**src/hfpl_pkg.sv**
```systemverilog
// Package for the hashed friend pair lookup: transfer payload types, the
// front-to-back command type and the operation, kind and status codes.
// No dependencies.
package hfpl_pkg;

   localparam logic [1:0] OP_PERSON = 2'd0;
   localparam logic [1:0] OP_PAIR   = 2'd1;
   localparam logic [1:0] OP_QUERY  = 2'd2;
   localparam logic [1:0] OP_UNUSED = 2'd3;

   localparam logic [1:0] KIND_PERSON = 2'd0;
   localparam logic [1:0] KIND_PAIR   = 2'd1;
   localparam logic [1:0] KIND_QUERY  = 2'd2;

   localparam logic [1:0] ST_OK       = 2'd0;
   localparam logic [1:0] ST_FULL     = 2'd1;
   localparam logic [1:0] ST_NOTFOUND = 2'd2;

   localparam int         NAME_WORDS = 4;
   localparam logic [13:0] HASH_MUL  = 14'd10000;

   typedef struct packed {
      logic [1:0]  op;
      logic [31:0] person_id;
      logic [31:0] partner_id;
      logic [63:0] name_word;
      logic [1:0]  word_index;
      logic        which_name;
   } req_type;

   typedef struct packed {
      logic [1:0] kind;
      logic [1:0] status;
      logic       are_friends;
   } rsp_type;

   typedef struct packed {
      logic [1:0]   kind;
      logic [31:0]  person_id;
      logic [31:0]  partner_id;
      logic [255:0] name_a;
      logic [255:0] name_b;
   } cmd_type;

endpackage

```
**src/hfpl_queue.sv**
```systemverilog
// Two-entry command queue between the front and the back.
// Depends on hfpl_pkg.
module hfpl_queue (
   input  logic             clock,
   input  logic             reset,
   input  logic             push,
   input  hfpl_pkg::cmd_type push_data,
   output logic             full,
   input  logic             pop,
   output logic             out_valid,
   output hfpl_pkg::cmd_type out_data
);

   hfpl_pkg::cmd_type ent_ff [2];
   logic       wr_ff, wr_in;
   logic       rd_ff, rd_in;
   logic [1:0] cnt_ff, cnt_in;

   always_comb begin
      wr_in  = wr_ff;
      rd_in  = rd_ff;
      cnt_in = cnt_ff;
      if (push) begin
         wr_in = ~wr_ff;
      end
      if (pop) begin
         rd_in = ~rd_ff;
      end
      if (push && !pop) begin
         cnt_in = cnt_ff + 2'd1;
      end else if (pop && !push) begin
         cnt_in = cnt_ff - 2'd1;
      end
   end

   always_ff @(posedge clock) begin
      if (reset) begin
         wr_ff  <= 1'b0;
         rd_ff  <= 1'b0;
         cnt_ff <= 2'd0;
      end else begin
         wr_ff  <= wr_in;
         rd_ff  <= rd_in;
         cnt_ff <= cnt_in;
      end
   end

   always_ff @(posedge clock) begin
      if (push) begin
         ent_ff[wr_ff] <= push_data;
      end
   end

   assign full      = (cnt_ff == 2'd2);
   assign out_valid = (cnt_ff != 2'd0);
   assign out_data  = ent_ff[rd_ff];

endmodule

```
**config.mk**
```make
export PLATFORM = sky130hd
export DESIGN_NAME = hfpl_queue
export DESIGN_NICKNAME = d
export VERILOG_FILES = /design/src/hfpl_pkg.sv /design/src/hfpl_queue.sv
export SDC_FILE = /design/constraint.sdc
export NUM_CORES = 1
export LEC_CHECK = 0
export BUFFER_PORTS_ARGS = -buffer_cell sky130_fd_sc_hd__buf_2
export CORE_AREA = 2 2 453 455
export DETAILED_ROUTE_END_ITERATION = 8
export DIE_AREA = 0 0 455 457
export SYNTH_ARGS = -nofsm -noshare
export SYNTH_HDL_FRONTEND = slang
export SYNTH_SLANG_ARGS = --single-unit
```
**constraint.sdc**
```tcl
create_clock -name clock -period 45.6 [get_ports clock]
set_input_delay 9.12 -clock clock [delete_from_list [all_inputs] [get_ports clock]]
set_output_delay 9.12 -clock clock [all_outputs]
set_load 0.03 [all_outputs]
```
# Word level (Yosys, flattened, before mapping)

Memories as Yosys holds them, arrays and structs flattened. A register that Yosys moved wholly into a read port is not among the register bits.
Index checks and enable logic that the tools add are counted.

Register bits after elaboration: 4
Memory bits (writable): 1156
Output and inout bits: 580
Memories: 1

Memories:

| name   | words | width | rd ports | clocked after memory_dff | wr ports | RTL line         | text |
|---|---|---|---|---|---|---|---|
| ent_ff | 2     | 578   | 1        | 1                        | 1        | hfpl_queue.sv:14 | `hfpl_pkg::cmd_type ent_ff [2];` |

Add/sub/neg operators: 2
Equal/unequal tests: 1
Mux-type cells: 6
Bitwise logic cells: 2
Reductions and logical operators: 6

Operators with widths:

| kind                  | count |
|---|---|
| $mux W1               | 4 |
| $mux W2               | 2 |
| $reduce_bool A2 Y1    | 2 |
| $add A2 B1 Y2 const B | 1 |
| $eq A2 B2 Y1 const B  | 1 |
| $logic_and A1 B1 Y1   | 2 |
| $logic_not A1 Y1      | 2 |
| $not A1 Y1            | 2 |
| $sub A2 B1 Y2 const B | 1 |

# Depth between registers and ports, before layout

Depth after elaboration: 4
Depth in mapped cells: 5

# Least setup slack after synthesis

No wires, ideal clock.

Kind: input port to flip-flop
From: input push
To: memory ent_ff[0][0] in the netlist's numbering (enable)
Library setup time: 1.603 ns
Arrival: 33.889 ns
Data required time: 43.997 ns
Setup slack: 10.107 ns
Stages on the path: 1
Buffers on the path: 0
Cells stage by stage: nor2b_1

Longest elaborated chain between the ends: 2

Ends and longest elaborated chain:

| element                       | RTL line         | text |
|---|---|---|
| start, declared               | hfpl_queue.sv:6  | `input logic push,` |
| $mux W1                       | hfpl_queue.sv:49 | `if (push) begin` |
| $mux W1 (not written as such) | hfpl_queue.sv:50 | `ent_ff[wr_ff] <= push_data;` |
| end, declared                 | hfpl_queue.sv:14 |  |

Every way passes these cells.

==> metrics <==
status complete, no violations; final WL 146 mm; wire length of the first global-routing pass 190 mm; RSZ-0062 raised after global routing false; post-route ant nets 0; critical path fanouts, max 109; # rows 166; total design power 2.68 mW; Clock Path Buffers 3; critical path data arrival time 5.55 ns; vias per cell between 3 and 4; Top Metal Used met5; Critical Path End Type primary output; DR vias roughly 23,000; area leader, netlist edfxtp_1; Power Density 47.1 mW/mm^2; most common flop cell mapped by yosys edfxtp_1; WL met2 70.3 mm; Post-Route Setup TNS 0 ns; Largest stage delay, worst path 0.86 ns; # fillers between 20,000 and 25,000; worst hold path class register to register; number of global-route vias before repair about 23,000; largest cells by area after synthesis edfxtp_1 79%, mux2_4 17%, mux2_2 2.0%, buf_6 1.0%, buf_8 0.51%; sequential share of the synthesized area 79.1%; worst setup path category register to primary output; final worst path period need 14.67 ns; total global-route track usage 13.4%; Mapped Cells 1,820; DR iter-0 viols roughly 1,800; post-synthesis sequential element count between 1,000 and 1,500; DR WL/cell 24.7 um; Levels on crit path 6; post-synth top area share 78.8%; Metal-1 WL 51.9 mm; Syn. warnings 0; most used cell, CP buf_4; clock sink count around 1,200; Hold Buf Count CTS 0; Die Area 0.208 sq mm; Slew HR 23.0%; fin crit share 32.2%; share of cells above drive strength 1 61.5%; initial antenna violation count approximately 150; Least-Margin Pin Slew 1.15 ns; Worst EP required 36.48 ns; H-Tree Depth 4; DRC Markers 0; ys async rst share 0%; Final Setup Violations 0; Post-synth top cells 1,156 x edfxtp_1, 500 x mux2_4, 78 x mux2_2, 41 x buf_6, 15 x buf_8; delay-heaviest family, CP buffers and inverters; mapped cell area 0.0440 sq mm; clk_skew approximately 0.034 ns; Initial Utilization 21.7%; Congestion Overflow GR 0; Hold Startpoint rd_ff$_SDFFE_PP0P_; post-CTS setup repair buffer count 0; clk_lat worst skew 0.77 ns; Post-synth EDFFs 1,156; Critical Path Source Type register; slowest CP cell dfxtp_4; Post-Syn Nets 2,403; worst path bufs/invs 5; Final Max Slew Viols 0; pin count of the biggest net entering global routing 140; DP Wirelength ~110 mm; top-count cell post-synth edfxtp_1; WL met3 18.1 mm; f_max 68.2 MHz; P_leak approximately 22 nW; MaxCap Viol Count 0; worst vdd ir about 35 uV; worst reg2reg setup slack approximately 41 ns; CP Cell Sequence buf_12, buf_4, buf_4, buf_4, mux2_4, buf_2; RR Endpoint ent_ff[0][527]$_DFFE_PP_; Area Growth Syn to Fin 29.2%; Pre-Repair DR Iteration Count 4; io pins about 1,200; Hold Fails Final Rpt 0; r2r startpoint wr_ff$_SDFFE_PP0P_; Hold Crit Depth 2; Layout Nets 3,660; Port Buffers roughly 1,200; Num CTS Buffers 130; Avg Synthesized Cell Area 24.2 sq um; Synth cell types 19; Final Wtd Congestion just over 0.9; clk slew on worst S/H paths 0.06 ns; post_cts resized 0; CTS root buffer clkbuf_16; core area 0.203 sq mm; die height around 460 um; worst r2r path cells 5; Die Span X 455 um; CTS tree yes
==> per-stage QoR <==
stage	utilization [%]	worst slack [ns]	area, sq um	hold slack (ns)	instances
final	28.0	30.93	56900	0.512	5906
after global routing	27.9	30.61	56800	0.533	5870
after CTS	27.9	30.75	56800	0.511	5859
after detailed placement	25.9	31.63	52700	0.497	5633
after global placement	25.9	31.72	52700	0.479	5633
after floorplan	-	10.11	44000	0.456	1820
==> logic make-up after synthesis <==
group                    Yosys count  synth area share (%)
AND/OR/NAND/NOR                    9                 0.105
AO/OA/AOI/OAI                      2                0.0227
XOR/XNOR                           4                0.0796
multiplexers                     578                  19.0
buffers and inverters             65                  1.67
adder cells (fa/ha/maj)            1                0.0284
flip-flops                      1161                  79.1
==> registers in the layout, indices dropped and copies added, names as in the netlist, named ones only <==
signal  cells
ent_ff   1156
rd_ff       1
cnt_ff      2
wr_ff       1
==> report_power, final <==
part	internal (mW)	switching [mW]
clock	0.571	0.437
sequential	1.25	0.0165
combinational	0.146	0.261
total	1.97	0.715
==> cells in the final DEF, fill, tap and decap left out, drive strengths merged, types with 4 or more instances in the layout <==
cell      synthesis  final
dfxtp             5      5
buf              64   1189
nor2              4      4
bufinv            0      6
diode             0     47
clkinvlp          0      7
mux2            578    578
clkbuf            0    160
clkinv            0     45
inv               1      9
edfxtp         1156   1156
==> worst max-delay path by stage <==
stage,from,endpoint,slack (ns)
after floorplan,push,ent_ff[0][0]$_DFFE_PP_,10.11
after global placement,register,out_data[466],31.72
after detailed placement,register,out_data[466],31.63
after CTS,register,out_data[466],30.75
after global routing,register,out_data[466],30.61
final,register,out_data[466],30.93
==> routing by layer <==
layer  track usage, %  vias up
met1             14.4    11559
li1                 -     9890
met3             6.89      374
met5                0        -
met2             22.3     1178
met4             4.68       84
==> worst reg2reg max path, stage by stage (launching register included) <==
cell and delay (ns):
dfxtp_1 0.35, nor2b_4 0.44, buf_4 0.65, buf_4 0.72, buf_4 0.75, buf_4 0.86
==> cell type report <==
class | instances | area [sq um] | area share (%)
Sequential cell | 1161 | 34800 | 61.2
Multi-Input combinational cell | 594 | 8500 | 14.9
Timing Repair Buffer | 1189 | 6050 | 10.6
Clock buffer | 160 | 3410 | 5.99
Tap cell | 2688 | 3360 | 5.91
Clock inverter | 66 | 662 | 1.16
Antenna cell | 47 | 118 | 0.207
Inverter | 1 | 3.75 | 0.00659
No activity file was read; power rests on OpenSTA's default activity.
