$ cat src/hfpl_pkg.sv
// Package for the hashed friend pair lookup: transfer payload types, the
// front-to-back command type and the operation, kind and status codes.
// No dependencies.
package hfpl_pkg;

   localparam logic [1:0] OP_PERSON = 2'd0;
   localparam logic [1:0] OP_PAIR   = 2'd1;
   localparam logic [1:0] OP_QUERY  = 2'd2;
   localparam logic [1:0] OP_UNUSED = 2'd3;

   localparam logic [1:0] KIND_PERSON = 2'd0;
   localparam logic [1:0] KIND_PAIR   = 2'd1;
   localparam logic [1:0] KIND_QUERY  = 2'd2;

   localparam logic [1:0] ST_OK       = 2'd0;
   localparam logic [1:0] ST_FULL     = 2'd1;
   localparam logic [1:0] ST_NOTFOUND = 2'd2;

   localparam int         NAME_WORDS = 4;
   localparam logic [13:0] HASH_MUL  = 14'd10000;

   typedef struct packed {
      logic [1:0]  op;
      logic [31:0] person_id;
      logic [31:0] partner_id;
      logic [63:0] name_word;
      logic [1:0]  word_index;
      logic        which_name;
   } req_type;

   typedef struct packed {
      logic [1:0] kind;
      logic [1:0] status;
      logic       are_friends;
   } rsp_type;

   typedef struct packed {
      logic [1:0]   kind;
      logic [31:0]  person_id;
      logic [31:0]  partner_id;
      logic [255:0] name_a;
      logic [255:0] name_b;
   } cmd_type;

endpackage

$ cat src/hfpl_front.sv
// Front part: accepts request transfers, assembles names and issues commands.
// Depends on hfpl_pkg.
module hfpl_front (
   input  logic              clock,
   input  logic              req_valid,
   output logic              req_stall,
   input  hfpl_pkg::req_type req_data,
   input  logic              q_full,
   output logic              q_push,
   output hfpl_pkg::cmd_type q_data
);

   logic [63:0] nb_ff [8];
   logic [63:0] nb_in [8];
   logic        accept;
   logic        wr_en;
   logic [2:0]  wr_idx;
   logic        done;

   assign req_stall = q_full;
   assign accept    = req_valid && !q_full;

   always_comb begin
      wr_en  = 1'b0;
      wr_idx = {1'b0, req_data.word_index};
      done   = 1'b0;
      q_data = '0;
      case (req_data.op)
         hfpl_pkg::OP_PERSON: begin
            wr_en = 1'b1;
            done  = (req_data.word_index == 2'd3);
         end
         hfpl_pkg::OP_PAIR: begin
            done = 1'b1;
         end
         hfpl_pkg::OP_QUERY: begin
            wr_en  = 1'b1;
            wr_idx = {req_data.which_name, req_data.word_index};
            done   = (req_data.word_index == 2'd3) && req_data.which_name;
         end
         default: begin
            done = 1'b0;
         end
      endcase
      for (int i = 0; i < 8; i++) begin
         nb_in[i] = nb_ff[i];
      end
      if (wr_en) begin
         nb_in[wr_idx] = req_data.name_word;
      end
      q_data.kind       = req_data.op;
      q_data.person_id  = req_data.person_id;
      q_data.partner_id = req_data.partner_id;
      q_data.name_a     = {nb_in[3], nb_in[2], nb_in[1], nb_in[0]};
      q_data.name_b     = {nb_in[7], nb_in[6], nb_in[5], nb_in[4]};
   end

   assign q_push = accept && done;

   always_ff @(posedge clock) begin
      if (accept && wr_en) begin
         nb_ff[wr_idx] <= req_data.name_word;
      end
   end

endmodule

$ cat config.mk
export PLATFORM = sky130hd
export DESIGN_NAME = hfpl_front
export DESIGN_NICKNAME = d
export VERILOG_FILES = /design/src/hfpl_pkg.sv /design/src/hfpl_front.sv
export SDC_FILE = /design/constraint.sdc
export NUM_CORES = 1
export LEC_CHECK = 0
export ABC_AREA = 0
export BUFFER_PORTS_ARGS = -buffer_cell sky130_fd_sc_hd__buf_2
export CAP_MARGIN = 0
export CORE_AREA = 2 2 282 284
export DETAILED_ROUTE_END_ITERATION = 8
export DIE_AREA = 0 0 284 286
export PLACE_DENSITY = 0.61
export SKIP_LAST_GASP = 1
export SYNTH_ARGS = -nofsm -noshare
export SYNTH_HDL_FRONTEND = slang
export SYNTH_SLANG_ARGS = --single-unit
$ cat constraint.sdc
create_clock -name clock -period 13.8 [get_ports clock]
set_clock_uncertainty 0.05 [all_clocks]
set_input_delay 0.69 -clock clock [delete_from_list [all_inputs] [get_ports clock]]
set_output_delay 0.69 -clock clock [all_outputs]
set_load 0.05 [all_outputs]
# == Word-level counts from Yosys, hierarchy flattened ==
# Memories as Yosys holds them, arrays and structs flattened.
# Index checks and enable logic that the tools add are counted.
# Widths: inputs -> output; s select.
# totals
register_bits,0
ram_bits,512
in_bits,136
output_inout_bits,580
mem_count,1
# op_classes
n_lt_le_gt_ge,2
n_eq_ne,3
muxes,9
n_bitwise,1
reduce_logical,8
# mem_list
name,words,width,read_ports,rd_ports_with_merged_regs,wr,line_no,source
nb_ff,8,64,8,0,1,hfpl_front.sv:13,logic [63:0] nb_ff [8];
# op_table
op,count
$bwmux 512,1
$mux 512,1
$demux 64 s3,1
$mux 64,1
$logic_and 1x1->1,5
$eq 2x2->1 const B,2
$ge 4x4->1 const B,1
$lt 4x1->1 const B,1
$not 3->4,1
$mux 1,3
$mux 3,1
$pmux 1 s3,1
$eq 2x1->1 const B,1
$logic_not 2->1,1
$reduce_or 2->1,1
$logic_not 1->1,1

# == Longest topological paths before layout ==
# depth
ltp_word,9
depth_mapped,6

# == Least setup slack after synthesis ==
# No wires, ideal clock.
# synth_path
kind,input -> register
start,in req_data[2] (netlist name)
end,mem nb_ff[0][0] (enable)
setup_time_ps,644
t_arrival_ps,7080
required_ps,13106
path_slack_ps,6026
stages,2
path_buffers,1
path_cell_list,buf_2 > nor4_1
# synth_via
elab_chain_cells,1
# synth_rtl
element,line_no,source
from (decl),hfpl_front.sv:7,"input hfpl_pkg::req_type req_data,"
$mux 3,hfpl_front.sv:28,case (req_data.op)
to (decl),hfpl_front.sv:13,
# No other way between the ends.

==> results.md <==
- HP Start: req_data[26]
- Synthesized area: approximately 22000 sq um
- Combinational group share of total power: roughly a tenth
- Pwr Density: 126.2 nW/um^2
- Detailed Routing Iterations Pass 1: 5
- Final hold vios: 0
- Post-synth top area share: slightly below 70%
- Leak: 9.978 nW
- Setup ws final: around 9.6 ns
- Adder-Cell Fraction of Synth Area: 0%
- Vias: roughly 13000
- Most flops, register: nb_ff
- # setup viols final: 0
- Pre-CTS setup slack: 9.520 ns
- Worst-path clk slew: around 0.060 ns
- Port Buf Inserts: about 590
- Post-DRT Antenna Nets: 0
- DR vias/cell: ~4.6
- DP HPWL: about 43 mm
- Routed wire length: 66.53 mm
- RSZ-0062 raised after global routing: false
- Register share of total power: between 40% and 50%
- Critical path peak fanout: 35
- Initial Util: 28.35%
- Clock power frac: about two fifths
- First-pass GRT wire length: ~94 mm
- Slew Limit Headroom: 17.84%
- Slew Limit Fails: 0
- Synth-to-layout area growth: 24.30%
- Vias in the first global route: between 10000 and 15000
- Tcrit/Tclk final: roughly 30%
- Global route total overflow: 0
- Startpoint types: input port
- Worst Tran Pin Value: ~1.2 ns
- Final Instance Count excl. Fillers: 2820
- Post-route cell area: ~28000 sq um
- Multiplexer area fraction after synthesis: 25.96%
- Biggest regs: nb_ff x512
- Post-synthesis compound-gate area fraction: less than 1%
- Io pins: 716
- Die area: just over 80000 sq um
- Util after Layout: about a third
- Status: completed
- Maximum number of pins on one net before global-route repair: 37
- Synthesized area per cell: 18.94 sq um
- Switching power: 0.8636 mW
- Die Ht: between 200 and 300 um
- Tot Pwr: about 3.5 mW
- Share of cells above drive strength 1: ~68%
- Switch share: 24.79%
- Top cells by area, synth: edfxtp_1, mux2_2, buf_4, mux2_1, buf_2
- Nets@finish: 1862
- Inserted Diodes: 0
- Min Tclk post-route: 4.198 ns
- Critical Path RT: around 13 ns
- Setup TNS: 0 ns
- Crit path kind: in -> out
- Core ar.: a little under 80000 sq um
- Unique masters post-synth: 22
- Sequential-to-total area share from yosys stat: between 60 and 70%
- Mapped Cells: roughly 1200
- CTS root buf: clkbuf_16
- Worst hold endpoint: nb_ff[5][23]
- Post-CTS Setup Inserts: 0
- # hold bufs at CTS: 0
- Sink Count: 512
- Post-DP Area: between 20000 and 30000 sq um
- DIE WIDTH: ~280 um
- Xor and xnor area share after synthesis: 0%
- Seq cells post-synth: 512
- Placed cells: between 2000 and 3000
- FMAX: about 240 MHz
- Clock Path Buffers: 3
- Syn Nets: 1309
- Crit path DAT: ~3.5 ns
- Worst hold path type: in -> reg
- 1st-iter DRT viols: about 640
- All-Layer GR Usage: between 10% and 20%
- Synth warnings: 0
- Min-Delay Path Depth: 1
- Simple-gate portion of the synthesized area: less than 1%
- Maximum capacitance violations: 0
- Combinational family with the most area after synthesis: multiplexers
- DR DRC count: 0
- Hold slack: roughly 0.42 ns
- CTS tree: yes
- Antenna violations before repair: 0
- H-tree depth: 2
- Total CTS buffers: 57
- Routed WL per cell: approximately 24 um
- Maximum VDD drop: 0.00009901 V
- Site Rows: between 100 and 150
- GPL Wtd Cong: about 0.77
- P_int: 2.621 mW
- Yosys top cell by area: edfxtp_1
- Flip-flop count of the largest register after layout: between 500 and 600
- CTS resizes: 0
- Crit. End Element: primary output
## layer usage
metal	vias to the layer above	part of all wire (%)	global-route usage [%]	wire [um]
met1	6660	41	19.09	27190
met5	-	0	0	0
li1	5674	-	-	-
met4	0	3.7	6.303	2481
met3	156	5.6	3.357	3713
met2	444	50	26.56	33140
## power by group through the flow
stage                     combinational, mW  clock [mW]  sequential, mW
after global routing                  0.337        1.53            1.73
final                                 0.323        1.43            1.73
after CTS                             0.327        1.47            1.73
after detailed placement              0.325           0            1.76
after floorplan                       0.264           0            1.77
after global placement                0.322           0            1.76
## cells in the mapped netlist (all sizes together)
library cell / n
nor4: 1
mux2: 512
nor3b: 3
nand3: 1
clkbuf: 1
edfxtp: 512
a21o: 1
nand2b: 2
nor3: 4
nand2: 2
buf: 122
nand3b: 4
a211oi: 1
a21oi: 2
nor2: 5
## how the worst max path moves through the flow
| stage | start | endpoint | slack [ns] | depth (start not counted) |
|---|---|---|---|---|
| global placement | req_data[131] | q_data[219] | 9.60 | 6 |
| detailed placement | req_data[131] | q_data[226] | 9.52 | 6 |
| finish | req_data[131] | q_data[232] | 9.60 | 6 |
| CTS | req_data[131] | q_data[226] | 9.51 | 6 |
| global route | req_data[131] | q_data[224] | 9.43 | 6 |
| floorplan | req_data[2] | nb_ff[0][0] | 6.03 | 2 |
## cell families (layout without fill, tap and decap cells)
logic type             count (synthesis)  count (layout)
AOI/OAI and AO/OA                      4               4
buffers and inverters                123             720
DFF                                  512             512
muxes                                512             512
and+or+nand+nor                       22              22
## cells in the final DEF, fill, tap and decap left out
master	n
edfxtp_1	512
clkbuf_16	59
clkinv_2	6
nand3_4	1
nor2_4	5
a21oi_1	2
mux2_2	490
clkbuf_1	14
nand2b_1	2
inv_6	3
nor3_2	3
nor3_4	1
a211oi_1	1
clkinvlp_4	3
inv_8	1
nor4_2	1
nand3b_1	4
clkinv_4	1
mux2_1	22
nand2_1	2
buf_2	587
nor3b_4	1
nor3b_2	2
buf_4	30
bufinv_16	2
clkinv_1	14
a21o_1	1
## worst max-delay path: stages
cell	delay, ns
buf_2	0.16
nand3b_1	0.30
nor2_4	0.98
buf_4	0.66
mux2_2	0.40
buf_2	0.21
## final cells by class
cell class,count,area [sq um]
clock buffers,73,1529
clock inverters,30,211.5
fillers,7583,50750
multi-input cells,538,6017
flip-flops and latches,512,15370
well taps,1050,1314
repair buffers,617,3163
Power figures use the tool's default switching activity.
